--- src/fsge_ram.sv ---
`default_nettype none
// ----------------------------------------------------------------------------
// fsge_ram
// Single-port-write, single-port-read RAM with registered read data.
// ----------------------------------------------------------------------------
module fsge_ram #(
    parameter int WIDTH = 8,
    parameter int DEPTH = 256
) (
    input  wire                      i_clk,
    input  wire                      i_we,
    input  wire [$clog2(DEPTH)-1:0]  i_waddr,
    input  wire [WIDTH-1:0]          i_wdata,
    input  wire [$clog2(DEPTH)-1:0]  i_raddr,
    output logic [WIDTH-1:0]         o_rdata
);
    logic [WIDTH-1:0] r_mem [DEPTH];

    always_ff @(posedge i_clk) begin
        if (i_we) begin
            r_mem[i_waddr] <= i_wdata;
        end
        o_rdata <= r_mem[i_raddr];
    end
endmodule
`default_nettype wire

--- config.mk ---
export PLATFORM = sky130hd
export DESIGN_NAME = fsge_ram
export DESIGN_NICKNAME = d
export VERILOG_FILES = /design/src/fsge_ram.sv
export SDC_FILE = /design/constraint.sdc
export NUM_CORES = 2
export LEC_CHECK = 0
export ABC_AREA = 1
export ABC_CLOCK_PERIOD_IN_PS = 4450
export CORE_AREA = 4 4 462 464
export DETAILED_ROUTE_END_ITERATION = 10
export DIE_AREA = 0 0 466 468
export DONT_BUFFER_PORTS = 1
export SLEW_MARGIN = 5
export SYNTH_ARGS = -nofsm -noshare
export SYNTH_HDL_FRONTEND = slang
export SYNTH_SLANG_ARGS = --single-unit
--- constraint.sdc ---
create_clock -name i_clk -period 4.45 [get_ports i_clk]
set_input_delay 0.445 -clock i_clk [delete_from_list [all_inputs] [get_ports i_clk]]
set_output_delay 0.445 -clock i_clk [all_outputs]
set_load 0.05 [all_outputs]
==> PnR_summary.wiki <==
{| class="wikitable"
! Metric !! Value
|-
| Global-route wire length before repair || 344 mm
|-
| Setup repair after global routing missed its margin || no
|-
| Post-synthesis to final-layout area growth || 10.8%
|-
| Classification of the worst-slack hold path || in2reg
|-
| Worst path slowest cell || sky130_fd_sc_hd__dlygate4sd3_1
|-
| Kind of cell with the highest combined delay on the critical path || simple AND/OR/NAND/NOR gates
|-
| Drt via density || 5.51
|-
| Critical Path Max Stage Delay || 0.57 ns
|-
| # H-tree levels || 4
|-
| Critical Path Most Common Cell || sky130_fd_sc_hd__nand3_1
|-
| Worst-case clock skew || 0.0352 ns
|-
| Fraction of synthesized cell area taken by the top area cell type || 73.7%
|-
| Slew at the pin with the worst max-slew slack || 3.47 ns
|-
| GRT Residual Overflow || 0
|-
| Initial cell density of the core || 39.9%
|-
| Buf/Inv on CP || 2
|-
| Data arrival time of the critical path || 5.25 ns
|-
| Total clock sinks || 2056
|-
| Number of register bits inferred by synthesis || 2056
|-
| Post-placement setup slack || 1.02 ns
|-
| Clock tree from TritonCTS || yes
|-
| Endpoints failing hold || 0
|-
| Synth area leader || sky130_fd_sc_hd__edfxtp_1
|-
| Die Outline Area || 218000 µm²
|-
| Synthesized area per cell || 11.9 µm²
|-
| Crit path setup slack, layout || -0.0665 ns
|-
| Buffer count from post-CTS setup fixing || 0
|-
| Violations in the final reports || slew limit, setup timing
|-
| Fill count || 19000
|-
| Clock slew at the register clock pins of the worst setup and hold paths || 0.07 ns
|-
| Nets || 6837
|-
| CP Cell Sequence || nand2_1 -> nand3_1 -> nand3_1 -> nand3_1 -> nand3_1 -> nand3_1 -> nand3_1 -> nand2_1 -> nand2_1 -> dlygate4sd3_1 -> nand2_1 -> dlygate4sd3_1
|-
| Vias || 53900
|-
| Mean routed wirelength per cell || 23.8 µm
|-
| Crit path kind || in2reg
|-
| Number of top-level pins || 34
|-
| Launching point of the worst reg2reg path || r_mem[131][5]
|-
| Part of the cycle the worst path needs || 101%
|-
| Fin cells || 9795
|-
| Worst path required time || 5.18 ns
|-
| Biggest area contributors in the synthesized netlist || sky130_fd_sc_hd__edfxtp_1, sky130_fd_sc_hd__nand3_1, sky130_fd_sc_hd__nand2_1, sky130_fd_sc_hd__buf_2, sky130_fd_sc_hd__nor2_1
|-
| Unique masters post-synth || 14
|-
| Endpoint kind of the worst setup timing path || register
|-
| Placement-stage cell area || 85300 µm²
|-
| Critical-path maximum fanout || 1025
|-
| Final worst hold slack || 0.0302 ns
|-
| Run status || finished with violations
|-
| Minimum clock period || 4.52 ns
|-
| GRT met2 Usage || 33.2%
|-
| CTS root buffer || sky130_fd_sc_hd__clkbuf_16
|-
| Initial antenna violation count || 5
|-
| Post-layout util || 44.2%
|-
| Number of detailed-route iterations in the first pass || 7
|-
| Number of gates resized after CTS || 0
|-
| Global placement routability congestion || 0.817
|-
| Leak pwr || 0.0314 µW
|-
| Max-slew violations || 796
|-
| Die extent in y || 468 µm
|-
| Total power per unit cell area || 441 nW/µm²
|-
| Maximum clock path buffer count || 3
|-
| Number of input and output port buffers inserted || 0
|-
| Post-detailed-route count of antenna-violating nets || 0
|-
| Syn Inst Count || 7003
|-
| Post-Syn Area || 83400 µm²
|-
| Start point of the critical path || i_raddr[0]
|-
| Ratio of cells with drive above 1 in the final layout || 5.43%
|-
| Setup crit start kind || input pin
|-
| Violation count after the first detailed-route iteration || 7275
|-
| Sequential share of the synthesized area || 73.9%
|-
| Insertion delay of the later-clocked pin in the worst-skew pair || 0.86 ns
|-
| Die boundary width || 466 µm
|-
| GR Layer Usage met1 || 28.6%
|-
| Number of placed instances, taps included || 9391
|-
| # rows || 168
|-
| DRC || 0
|-
| Largest net degree at the start of global routing || 1026
|-
| Normalized max-slew margin || -132%
|-
| GRT Util Overall || 21.0%
|-
| Post-detail-place hpwl || 119 mm
|-
| Post-detailed-routing wire length || 233 mm
|-
| Number of setup violations in the final report || 1
|-
| Fmax || 0.221 GHz
|-
| Synthesis warning total || 0
|-
| Number of nets produced by synthesis || 7029
|-
| Start point of the worst min-delay path || i_wdata[1]
|-
| Via count of the first global-routing pass || 51400
|-
| Peak supply drop || 0.000445 V
|-
| Core area || 209000 µm²
|-
| Max-capacitance violation count || 0
|-
| Met3 usage in global routing || 3.57%
|-
| Number of buffers created by CTS || 202
|-
| Post-route cell area || 92400 µm²
|-
| Most Crowded Layer GR || met2
|}
## cells by family (layout without fill, tap and decap cells)
| logic type | after synthesis | in the layout | share of synthesized area, % |
|---|---|---|---|
| simple gates | 4425 | 4425 | 22.9 |
| buf+inv | 522 | 505 | 3.12 |
| other cells | 0 | 4 | 0 |
| flops | 2056 | 2056 | 73.9 |
## per-stage QoR
stage | total power [µW] | TNS (ns)
5_1_grt | 41900 | 0
3_5_place_dp | 23500 | 0
2_1_floorplan | 23100 | 0
6_report | 40700 | -0.0665
4_1_cts | 40900 | 0
3_3_place_gp | 23500 | 0
## state kept, by name, summed over array words and instances, names as in the netlist
signal and count:
o_rdata 8, r_mem 2048
## layout by cell type (no fill, tap or decap)
cell                            count
sky130_fd_sc_hd__nand3_1         2019
sky130_fd_sc_hd__buf_4             45
sky130_fd_sc_hd__dfxtp_1            8
sky130_fd_sc_hd__inv_2              1
sky130_fd_sc_hd__inv_4              1
sky130_fd_sc_hd__inv_1             34
sky130_fd_sc_hd__clkbuf_8          10
sky130_fd_sc_hd__clkinv_16          4
sky130_fd_sc_hd__nand2_2            6
sky130_fd_sc_hd__diode_2            4
sky130_fd_sc_hd__inv_16             1
sky130_fd_sc_hd__clkinvlp_4         5
sky130_fd_sc_hd__buf_12            22
sky130_fd_sc_hd__nand2_1         2117
sky130_fd_sc_hd__buf_16            13
sky130_fd_sc_hd__clkinv_4           4
sky130_fd_sc_hd__clkinv_2          32
sky130_fd_sc_hd__dlygate4sd3_1      7
sky130_fd_sc_hd__clkbuf_1          51
sky130_fd_sc_hd__inv_8              2
sky130_fd_sc_hd__nor2_1           283
sky130_fd_sc_hd__bufinv_16         20
sky130_fd_sc_hd__clkbuf_16        207
sky130_fd_sc_hd__inv_6              4
sky130_fd_sc_hd__edfxtp_1        2048
sky130_fd_sc_hd__clkinv_1          40
sky130_fd_sc_hd__clkinv_8           2
## report_power, final
part           switching, µW  total, µW  internal (µW)
sequential              88.9      21400          21400
combinational           1500       2080            580
clock                   7320      17200           9870
total                   8910      40700          31800
## worst paths after layout
check        cells past startpoint  slack [ns]      endpoint
max                             12       -0.07    o_rdata[5]
min reg2reg                     10        1.04    o_rdata[2]
max reg2reg                     12        1.32    o_rdata[5]
min                              1        0.03  r_mem[73][1]
## metal layers
layer / wire [µm] / part of all wire (%)
met4: 9680 / 4.1
met3: 19300 / 8.3
met5: 0 / 0
met1: 94800 / 41
met2: 109000 / 47
## repair_timing
action / 4_1_cts / 5_1_grt
hold buffers: 17 / 0
hold endpoints to repair: 1954 / 0
endpoints found under the setup margin: 0 / 0
## cell usage after synthesis
cell type                  count
sky130_fd_sc_hd__buf_8         1
sky130_fd_sc_hd__inv_1        36
sky130_fd_sc_hd__buf_2       268
sky130_fd_sc_hd__inv_4         1
sky130_fd_sc_hd__nand2_1    2123
sky130_fd_sc_hd__buf_6        16
sky130_fd_sc_hd__clkbuf_1    112
sky130_fd_sc_hd__nand3_1    2019
sky130_fd_sc_hd__buf_1        40
sky130_fd_sc_hd__buf_4        46
sky130_fd_sc_hd__dfxtp_1       8
sky130_fd_sc_hd__inv_2         2
sky130_fd_sc_hd__edfxtp_1   2048
sky130_fd_sc_hd__nor2_1      283
## cell type report
type | instances | area (µm²) | area share, %
tap | 2805 | 3510 | 3.80
timing repair buffer | 87 | 1210 | 1.31
sequential | 2056 | 61700 | 66.7
multi-input combinational | 4425 | 19200 | 20.7
clock buffer | 268 | 5510 | 5.96
antenna | 4 | 10.0 | 0.0108
clock inverter | 111 | 1170 | 1.27
inverter | 39 | 180 | 0.195
Note: power is estimated with default switching activity, not from simulation.
